### src/rtl/file_type_pattern_classifier_assert.svh
// assertion macros shared by the classifier rtl
// no dependencies; taken in by include inside module bodies
`ifndef FILE_TYPE_PATTERN_CLASSIFIER_ASSERT_SVH
`define FILE_TYPE_PATTERN_CLASSIFIER_ASSERT_SVH

// same-cycle implication, checked on rising clk, off while in reset
`define FTPC_ASSERT_NOW(label, clk, rst_n, ante, cons, msg) \
  label: assert property (@(posedge clk) disable iff (!rst_n) (ante) |-> (cons)) \
    else $error(msg);

// next-cycle implication, checked on rising clk, off while in reset
`define FTPC_ASSERT_NEXT(label, clk, rst_n, ante, cons, msg) \
  label: assert property (@(posedge clk) disable iff (!rst_n) (ante) |=> (cons)) \
    else $error(msg);

`endif

### src/rtl/ftpc_pkg.sv
// types, pattern tables and helper functions of the file type classifier
// no dependencies
package ftpc_pkg;

  localparam int NUM_PAT    = 12;
  localparam int HIST_DEPTH = 4;
  localparam int WIN_LEN    = HIST_DEPTH + 1;

  typedef enum logic [3:0] {
    TC_HTML    = 4'd0,
    TC_GIF     = 4'd1,
    TC_TEXT    = 4'd2,
    TC_JPEG    = 4'd3,
    TC_FLASH   = 4'd4,
    TC_MPEG    = 4'd5,
    TC_PDF     = 4'd6,
    TC_CGI     = 4'd7,
    TC_UNKNOWN = 4'd8
  } type_code_t;

  typedef logic [7:0]                 byte_t;
  typedef logic [WIN_LEN-1:0][7:0]    win_t;
  typedef logic [NUM_PAT-1:0]         pat_mask_t;
  typedef logic [2:0]                 pat_len_t;

  typedef struct packed {
    logic shift;
    logic clear;
  } cell_ctl_t;

  // index 0 holds the last character of each pattern
  localparam win_t PAT_CHAR [NUM_PAT] = '{
    {8'h00, ".htm"}, {8'h00, ".gif"}, ".text", {8'h00, ".txt"},
    ".jpeg",         {8'h00, ".jpg"}, {8'h00, ".swf"}, ".mpeg",
    {8'h00, ".mpg"}, {8'h00, ".pdf"}, {8'h00, ".cgi"}, {8'h00, ".CGI"}
  };

  localparam pat_len_t PAT_LEN [NUM_PAT] = '{
    3'd4, 3'd4, 3'd5, 3'd4, 3'd5, 3'd4, 3'd4, 3'd5, 3'd4, 3'd4, 3'd4, 3'd4
  };

  localparam type_code_t PAT_CODE [NUM_PAT] = '{
    TC_HTML, TC_GIF, TC_TEXT, TC_TEXT, TC_JPEG, TC_JPEG,
    TC_FLASH, TC_MPEG, TC_MPEG, TC_PDF, TC_CGI, TC_CGI
  };

  function automatic pat_mask_t pat_hits(input win_t win);
    pat_mask_t hits;
    hits = '1;
    for (int p = 0; p < NUM_PAT; p++) begin
      for (int k = 0; k < WIN_LEN; k++) begin
        if ((k < int'(PAT_LEN[p])) && (win[k] != PAT_CHAR[p][k])) begin
          hits[p] = 1'b0;
        end
      end
    end
    return hits;
  endfunction

  // lowest set bit wins, codes rise with pattern index
  function automatic type_code_t pick_code(input pat_mask_t seen);
    type_code_t best;
    best = TC_UNKNOWN;
    for (int p = NUM_PAT - 1; p >= 0; p--) begin
      if (seen[p]) begin
        best = PAT_CODE[p];
      end
    end
    return best;
  endfunction

endpackage

### src/rtl/ftpc_if.sv
// valid/ready channel interfaces for name bytes and type codes
// depends on ftpc_pkg
interface ftpc_in_if import ftpc_pkg::*; ();
  logic  valid;
  logic  ready;
  byte_t name_byte;
  logic  last_byte;

  modport source (output valid, output name_byte, output last_byte, input ready);
  modport sink   (input valid, input name_byte, input last_byte, output ready);
endinterface

interface ftpc_out_if import ftpc_pkg::*; ();
  logic       valid;
  logic       ready;
  logic [3:0] type_code;

  modport source (output valid, output type_code, input ready);
  modport sink   (input valid, input type_code, output ready);
endinterface

### src/rtl/ftpc_cell.sv
// one byte cell of the recent-byte chain
// depends on ftpc_pkg
module ftpc_cell import ftpc_pkg::*; (
  input  logic      clk,
  input  logic      rst_n,
  input  cell_ctl_t ctl,
  input  byte_t     din,
  output byte_t     dout
);

  byte_t byte_r;
  byte_t byte_nxt;

  always_comb begin
    byte_nxt = byte_r;
    if (ctl.clear) begin
      byte_nxt = '0;
    end else if (ctl.shift) begin
      byte_nxt = din;
    end
  end

  always_ff @(posedge clk) begin
    if (!rst_n) begin
      byte_r <= '0;
    end else begin
      byte_r <= byte_nxt;
    end
  end

  assign dout = byte_r;

endmodule

### src/rtl/file_type_pattern_classifier.sv
// top level of the file type classifier: cell chain, match flags, result register
// depends on ftpc_pkg, ftpc_if, ftpc_cell and the assertion macro header

// Takes a file name one byte per item and gives one type code on the item
// that carries last_byte: 0 html, 1 gif, 2 text, 3 jpeg, 4 flash, 5 mpeg,
// 6 pdf, 7 cgi, 8 unknown. A zero byte ends the name; later bytes are
// ignored until the last mark, after which all state clears. Each byte is
// compared against the four bytes held in the cell chain and the sticky
// flags are updated in the same cycle, so an item can be accepted on every
// clock while the output register, which holds the type code, is empty or
// being emptied.
module file_type_pattern_classifier import ftpc_pkg::*; (
  input  logic       clk,
  input  logic       rst_n,
  ftpc_in_if.sink    in_ch,
  ftpc_out_if.source out_ch
);

  logic       in_fire;
  logic       name_end;
  cell_ctl_t  cell_ctl;
  byte_t      hist [HIST_DEPTH+1];
  win_t       win;
  pat_mask_t  seen_r;
  pat_mask_t  seen_nxt;
  pat_mask_t  seen_upd;
  logic       ended_r;
  logic       ended_nxt;
  logic       out_valid_r;
  logic       out_valid_nxt;
  type_code_t out_code_r;
  type_code_t out_code_nxt;
  logic       take_byte;

  assign in_ch.ready = !out_valid_r || out_ch.ready;
  assign in_fire     = in_ch.valid && in_ch.ready;
  assign name_end    = in_fire && in_ch.last_byte;
  assign take_byte   = in_fire && !ended_r && (in_ch.name_byte != '0);

  assign cell_ctl.shift = take_byte;
  assign cell_ctl.clear = name_end;

  assign hist[0] = in_ch.name_byte;

  for (genvar i = 0; i < HIST_DEPTH; i++) begin : g_cell
    ftpc_cell u_cell (
      .clk  (clk),
      .rst_n(rst_n),
      .ctl  (cell_ctl),
      .din  (hist[i]),
      .dout (hist[i+1])
    );
  end

  always_comb begin
    for (int k = 0; k < WIN_LEN; k++) begin
      win[k] = hist[k];
    end
  end

  always_comb begin
    seen_upd = seen_r;
    if (take_byte) begin
      seen_upd = seen_r | pat_hits(win);
    end
    seen_nxt  = name_end ? '0 : seen_upd;
    ended_nxt = ended_r;
    if (name_end) begin
      ended_nxt = 1'b0;
    end else if (in_fire && (in_ch.name_byte == '0)) begin
      ended_nxt = 1'b1;
    end
  end

  always_comb begin
    out_valid_nxt = out_valid_r;
    out_code_nxt  = out_code_r;
    if (name_end) begin
      out_valid_nxt = 1'b1;
      out_code_nxt  = pick_code(seen_upd);
    end else if (out_ch.ready) begin
      out_valid_nxt = 1'b0;
    end
  end

  always_ff @(posedge clk) begin
    if (!rst_n) begin
      seen_r      <= '0;
      ended_r     <= 1'b0;
      out_valid_r <= 1'b0;
    end else begin
      seen_r      <= seen_nxt;
      ended_r     <= ended_nxt;
      out_valid_r <= out_valid_nxt;
    end
  end

  always_ff @(posedge clk) begin
    out_code_r <= out_code_nxt;
  end

  assign out_ch.valid     = out_valid_r;
  assign out_ch.type_code = out_code_r;

  `include "file_type_pattern_classifier_assert.svh"

  `FTPC_ASSERT_NEXT(a_end_gives_item, clk, rst_n, name_end, out_valid_r,
    "no type code after last byte")
  `FTPC_ASSERT_NEXT(a_end_clears_state, clk, rst_n, name_end,
    (seen_r == '0) && !ended_r && (hist[1] == '0), "state not cleared after name")
  `FTPC_ASSERT_NOW(a_no_spurious_item, clk, rst_n, $rose(out_valid_r),
    $past(name_end), "type code without a last byte")
  `FTPC_ASSERT_NEXT(a_ended_holds, clk, rst_n, ended_r && !name_end,
    $stable(seen_r) && $stable(hist[1]), "state changed after zero byte")

endmodule

### src/flat_wrapper.sv
// flat-port wrapper written by rule: the top's interface ports become plain ports
module file_type_pattern_classifier_flat import ftpc_pkg::*;
  (clk, rst_n, in_ch_valid, in_ch_name_byte, in_ch_last_byte, in_ch_ready, out_ch_valid, out_ch_type_code, out_ch_ready);
  ftpc_in_if in_ch_i ();
  ftpc_out_if out_ch_i ();
  input  logic clk;
  input  logic rst_n;
  input wire logic [$bits(in_ch_i.valid)-1:0] in_ch_valid;
  input wire logic [$bits(in_ch_i.name_byte)-1:0] in_ch_name_byte;
  input wire logic [$bits(in_ch_i.last_byte)-1:0] in_ch_last_byte;
  output wire logic [$bits(in_ch_i.ready)-1:0] in_ch_ready;
  output wire logic [$bits(out_ch_i.valid)-1:0] out_ch_valid;
  output wire logic [$bits(out_ch_i.type_code)-1:0] out_ch_type_code;
  input wire logic [$bits(out_ch_i.ready)-1:0] out_ch_ready;
  assign in_ch_i.valid = in_ch_valid;
  assign in_ch_i.name_byte = in_ch_name_byte;
  assign in_ch_i.last_byte = in_ch_last_byte;
  assign in_ch_ready = in_ch_i.ready;
  assign out_ch_valid = out_ch_i.valid;
  assign out_ch_type_code = out_ch_i.type_code;
  assign out_ch_i.ready = out_ch_ready;
  file_type_pattern_classifier u_core (.clk(clk), .rst_n(rst_n), .in_ch(in_ch_i), .out_ch(out_ch_i));
endmodule
### config.mk
export PLATFORM = sky130hd
export DESIGN_NAME = file_type_pattern_classifier_flat
export DESIGN_NICKNAME = d
export VERILOG_FILES = /design/src/rtl/ftpc_pkg.sv /design/src/rtl/ftpc_if.sv /design/src/rtl/ftpc_cell.sv /design/src/rtl/file_type_pattern_classifier.sv /design/src/flat_wrapper.sv
export VERILOG_INCLUDE_DIRS = /design/src /design/src/rtl
export SDC_FILE = /design/constraint.sdc
export NUM_CORES = 1
export LEC_CHECK = 0
export ABC_AREA = 1
export BUFFER_PORTS_ARGS = -buffer_cell sky130_fd_sc_hd__buf_4
export CORE_ASPECT_RATIO = 2
export CORE_MARGIN = 2
export CORE_UTILIZATION = 35
export CTS_BUF_LIST = sky130_fd_sc_hd__clkbuf_8 sky130_fd_sc_hd__clkbuf_16
export CTS_CLUSTER_DIAMETER = 200
export CTS_CLUSTER_SIZE = 16
export DETAILED_ROUTE_END_ITERATION = 7
export PLACE_DENSITY_LB_ADDON = 0.12
export REMOVE_ABC_BUFFERS = 1
export SYNTH_ARGS = -nofsm -noshare
export SYNTH_HDL_FRONTEND = slang
export SYNTH_SLANG_ARGS = --single-unit
### constraint.sdc
create_clock -name clk -period 2.8 [get_ports clk]
set_clock_uncertainty 0.2 [all_clocks]
set_input_delay 0.84 -clock clk [delete_from_list [all_inputs] [get_ports clk]]
set_output_delay 0.84 -clock clk [all_outputs]
set_load 0.02 [all_outputs]
**Word-level counts from Yosys, hierarchy flattened**

Index checks and enable logic that the tools add are counted.
W data, S select, Z words.

- Input bits: 13
- Register bits: 50
- Output and inout port bits: 6

- Bitwise operators: 2
- Equal/unequal tests: 30
- Reduce and logical (&&, ||, !) cells: 15
- Mux-type cells: 67

Operators with widths:

| kind | count |
|---|---|
| $ne A8 B7 Y1 const B | 28 |
| $mux W1 | 56 |
| $ne A8 B6 Y1 const B | 2 |
| $mux W3 | 5 |
| $mux W12 | 1 |
| $or A12 B12 Y12 | 1 |
| $reduce_or A11 Y1 | 1 |
| $logic_not A8 Y1 | 1 |
| $mux W2 | 4 |
| $reduce_bool A8 Y1 | 1 |
| $reduce_or A6 Y1 | 1 |
| $logic_and A1 B1 Y1 | 5 |
| $mux W4 | 1 |
| $reduce_or A2 Y1 | 2 |
| $logic_not A1 Y1 | 2 |
| $reduce_bool A2 Y1 | 1 |
| $logic_or A1 B1 Y1 | 1 |
| $not A1 Y1 | 1 |

**Depth between registers and ports, before layout**

- Word-level depth: 20
- Mapped depth: 15
- Mapped depth without buffers: 15

**Hierarchy**

From an unflattened synthesis, not the netlist that was laid out.

- Cell total of the unflattened synthesis: 377
- Area, all modules: 2551.2 um^2

Modules (own cells, without submodules):

| module | instances | cells each | area an instance (um^2) | sequential area each (um^2) |
|---|---|---|---|---|
| file_type_pattern_classifier | 1 | 233 | 1420.1 | 400.4 |
| ftpc_cell | 4 | 36 | 282.8 | 160.2 |

**Worst setup path before layout**

OpenSTA, ideal clock, no wires.

- Path kind: in2reg
- From: input out_ch_ready
- To: register u_core.out_code_r[0], in the netlist u_core.out_ch.type_code[0] (data pin)
- Buffers on the path: 0
- Setup slack: 0.518 ns
- Stages on the path: 14
- Arrival time: 1.942 ns
- Cell sequence: inv_1 nand2_2 nand2_2 nor2_4 nand2_8 nor2_8 nand3_2 nand2_2 nor2_2 nand2_1 nand2_1 nand2_1 nand2_1 a21oi_2

- Word-level cells in the longest chain between the ends: 16

Ends and longest elaborated chain:

| element | RTL line | RTL |
|---|---|---|
| from (decl) | flat_wrapper.sv:14 | `input wire logic [$bits(out_ch_i.ready)-1:0] out_ch_ready;` |
| $logic_or A1 B1 Y1 * | file_type_pattern_classifier.sv:35 | `assign in_ch.ready = !out_valid_r \|\| out_ch.ready;` |
| via in_ch_ready | flat_wrapper.sv:11 | `output wire logic [$bits(in_ch_i.ready)-1:0] in_ch_ready;` |
| $logic_and A1 B1 Y1 * | file_type_pattern_classifier.sv:36 | `assign in_fire = in_ch.valid && in_ch.ready;` |
| $logic_and A1 B1 Y1 * (2 in a row) | file_type_pattern_classifier.sv:38 | `assign take_byte = in_fire && !ended_r && (in_ch.name_byte != '0);` |
| $mux W12 * | file_type_pattern_classifier.sv:63 | `if (take_byte) begin` |
| $mux W4 | ftpc_pkg.sv:65 | `if (seen[p]) begin` |
| $mux W3 (5 in a row) | ftpc_pkg.sv:65 |  |
| $mux W2 (4 in a row) | ftpc_pkg.sv:65 |  |
| $mux W1 | ftpc_pkg.sv:65 |  |
| to (signal assigned) | file_type_pattern_classifier.sv:99 | `out_code_r <= out_code_nxt;` |
| to (decl) | file_type_pattern_classifier.sv:31 | `type_code_t out_code_r;` |

Mark *: on every way through the listed nets, which the timed path passes. The rest lies on a longest branch.
A chain may end at the register's enable or synchronous reset.

**Worst setup path in the final report**

- From: input in_ch_name_byte[5]
- To: register u_core.out_code_r[0], in the netlist u_core.out_ch.type_code[0] (data pin)

- Word-level cells in the longest chain between the ends: 19
- Elaborated cells on any way between the ends: 74
- Classes of those cells: eq/ne: 6; mux: 65; bitwise: 1; reduce/logical: 2

Ends and longest elaborated chain:

| element | RTL line | RTL |
|---|---|---|
| from (decl) | flat_wrapper.sv:9 | `input wire logic [$bits(in_ch_i.name_byte)-1:0] in_ch_name_byte;` |
| $ne A8 B7 Y1 | ftpc_pkg.sv:52 | `if ((k < int'(PAT_LEN[p])) && (win[k] != PAT_CHAR[p][k])) begin` |
| $mux W1 (4 in a row) | ftpc_pkg.sv:52 |  |
| $mux W1 | file_type_pattern_classifier.sv:63 |  |
| $or A12 B12 Y12 | file_type_pattern_classifier.sv:64 | `seen_upd = seen_r \| pat_hits(win);` |
| $mux W12 * | file_type_pattern_classifier.sv:63 |  |
| $mux W4 | ftpc_pkg.sv:65 |  |
| $mux W3 (5 in a row) | ftpc_pkg.sv:65 |  |
| $mux W2 (4 in a row) | ftpc_pkg.sv:65 |  |
| $mux W1 | ftpc_pkg.sv:65 |  |

Mark *: on every way between the ends. The rest lies on a longest branch, timed or not. The select of a mux whose other input is x is not followed.

==> flow_metrics.tcl <==
set metrics [dict create \
    crit_fanout 4 \
    antenna_left 0 \
    tns_ns 0 \
    arrival_ns 2.22 \
    worst_slew_pin_slew_ns 0.492 \
    layout-drive-gt1-share_pct 19.9 \
    initial_core_util_pct 35.9 \
    slew_headroom_pct 66.9 \
    top_usage_layer "met2" \
    core_area_um2 6940 \
    hp-class "flop to flop" \
    layout_commonest_cell "nor2_1" \
    required_ns 2.64 \
    grt_use_met1_pct 17.1 \
    critPathSlowestCell "nand3_1" \
    grt_max_degree 36 \
    layout_setup_ws_ns 0.422 \
    crit_chain "buf_4, inv_1, nand2_1, nor2_2, nand2_4, nand3_1, nor2_1, nand2_1, nand2_2, nor2_2, nand2_1, nand2_1, nand2_1, nand2_1, a21oi_2" \
    drcViolationCount 0 \
    grt-ovfl-total 0 \
    synthDominantCellAreaShare_pct 36.9 \
    die_width_um 63.7 \
    cts_tree "yes" \
    critical_path.most_common_cell "nand2_1" \
    ir_drop_mv 0.378 \
    pwr_density_cell_nw_per_um2 533 \
    synth_warnings 0 \
    cp-end-kind "flop" \
    rsz0062_at_grt "no" \
    portBuffers 18 \
    ys_seq_area_share_pct 41.7 \
    dp_slack_ns 0.0988 \
    cts.reportedPaths.clkPinSlew_ns 0.07 \
    grt_util_met3_pct 2.73 \
    setup_violations 0 \
    cts_hold_buf 0 \
    synthesis.area_um2 2490 \
    slowest_delay_ns 0.18 \
    fmaxAchievable_mhz 421 \
    outcome "completed" \
    p_leak_nw 1.22 \
    synth_cells 349 \
    die_h_um 123 \
    synth_top_area_cell "dfxtp_1" \
    grtUsageMet2_pct 35.9 \
    gp_congestion 0.845 \
    cap_violations 0 \
    cts.sinks 50 \
    hold_viol 0 \
    critPathKind "input pin to flop" \
    wl_per_cell_um 14.4 \
    clk_latency_ns 0.29 \
    ios 19 \
    synth_seq_cells 50 \
    numCtsBuffers 5 \
    startpoint_type "input pin" \
    area_growth_pct 16.6 \
    die_area_um2 7860 \
    finalCriticalPeriod_ns 2.38 \
    grt_pass1_vias 2246 \
    slew_violations 0 \
    post_cts_buffers 0 \
    synth_cell_types 29 \
    cts_max_level 2 \
    fin_crit_sh_pct 84.9 \
    cts-root-buf "clkbuf_16" \
    track_usage_pct 18.4 \
    clock_path_buffers 2 \
    vias 2281 \
    diodes 0 \
    fin_nets 383 \
    avgSynthCellArea_um2 7.15 \
    post-dp-hpwl_mm 5.25 \
    drt_iter0_drc 38 \
    vias_per_cell 4.95 \
    yosys-top-cells-area "dfxtp_1 (37%), nor2_1 (9.8%), nand2_1 (7.1%), a21oi_1 (6.6%), o21ai_0 (6.2%)" \
    rows 43 \
    wirelength_mm 6.65 \
    drt_pre_antenna_iters 4 \
    postCtsResizedCells 0 \
    grt_first_pass_wirelength_mm 10.9 \
    final_cell_mix "nor2_1 (65), nand2_1 (47), dfxtp_1 (46)" \
    antenna_found_initial 0 \
]
metrics by stage:
stage                     utilization [%]  hold WS, ns  instance area (um2)  total power (W)  instances
after floorplan                         -        0.224                 2450         0.000898        339
after global placement               39.9        0.246                 2770         0.000973        453
after detailed placement             39.9        0.249                 2770         0.000974        453
after CTS                            41.9        0.259                 2910          0.00158        461
after global routing                 41.9        0.273                 2910          0.00162        461
final                                41.9        0.256                 2910          0.00155        461
worst max-delay path, delay by kind of cell:
family                 cells  cell delay (ns)
AOI/OAI and AO/OA          1             0.05
buffers and inverters      2             0.20
and+or+nand+nor           12             1.11
path summary, 6_finish.rpt:
| kind | startpoint | end | slack [ns] | cells after the start |
|---|---|---|---|---|
| min reg2reg | u_core.g_cell[3].u_cell.dout[0] | u_core.g_cell[3].u_cell.dout[0] | 0.26 | 2 |
| max reg2reg | u_core.g_cell[3].u_cell.dout[3] | u_core.out_ch.type_code[0] | 0.68 | 12 |
| max | in_ch_name_byte[5] | u_core.out_ch.type_code[0] | 0.42 | 15 |
| min | u_core.g_cell[3].u_cell.dout[0] | u_core.g_cell[3].u_cell.dout[0] | 0.26 | 2 |
power breakdown:
group | internal (W) | switching (W) | leakage, nW
Sequential | 0.000752 | 0.0000296 | 0.411
Combinational | 0.0000620 | 0.000114 | 0.729
Clock | 0.000328 | 0.000266 | 0.0750
registers in the layout, summed over array words and instances (netlist names):
| register | flops |
|---|---|
| u_core.ended_r | 1 |
| u_core.seen_r | 12 |
| u_core.g_cell.u_cell.dout | 32 |
| u_core.out_ch.valid | 1 |
| u_core.out_ch.type_code | 4 |
metal layers:
layer | wire (um) | part of all wire [%] | vias to the layer above
met2 | 3740 | 56 | 40
met4 | 352 | 5.3 | 0
met5 | 0 | 0 | -
met3 | 130 | 2.0 | 18
met1 | 2420 | 36 | 1055
li1 | - | - | 1168
cell families (layout without fill, tap and decap cells):
kind of cell           Yosys count  in the layout  share of synthesized area (%)
AOI/OAI and AO/OA               69             69                           15.1
DFF                             50             50                           41.7
and+or+nand+nor                175            175                           34.5
buffers and inverters           55             77                           8.68
area by class of cell:
type | instances | area [um2]
Clock buffer | 5 | 125
Clock inverter | 3 | 17.5
Fill cell | 751 | 4030
Inverter | 45 | 170
Multi-Input combinational cell | 244 | 1240
Sequential cell | 50 | 1040
Tap cell | 90 | 113
Timing Repair Buffer | 24 | 205
synth_stat cells:
cell	count
a31oi_1	2
dfxtp_1	46
nand2_1	47
a21oi_1	33
nand4_1	7
nand3b_1	1
o21ai_0	31
clkinv_1	1
a41oi_4	1
nand2_2	8
clkbuf_1	3
nand2_8	1
nor2b_4	1
nor2_8	1
a21oi_2	1
nor2_2	11
buf_2	7
nand3_2	2
nand3_1	16
nor3_1	6
inv_2	10
nor2_4	5
edfxtp_1	4
nor2_1	65
clkinv_2	1
inv_1	33
nor4_1	3
nand2_4	1
a211oi_1	1
No activity file was read; power rests on OpenSTA's default activity.
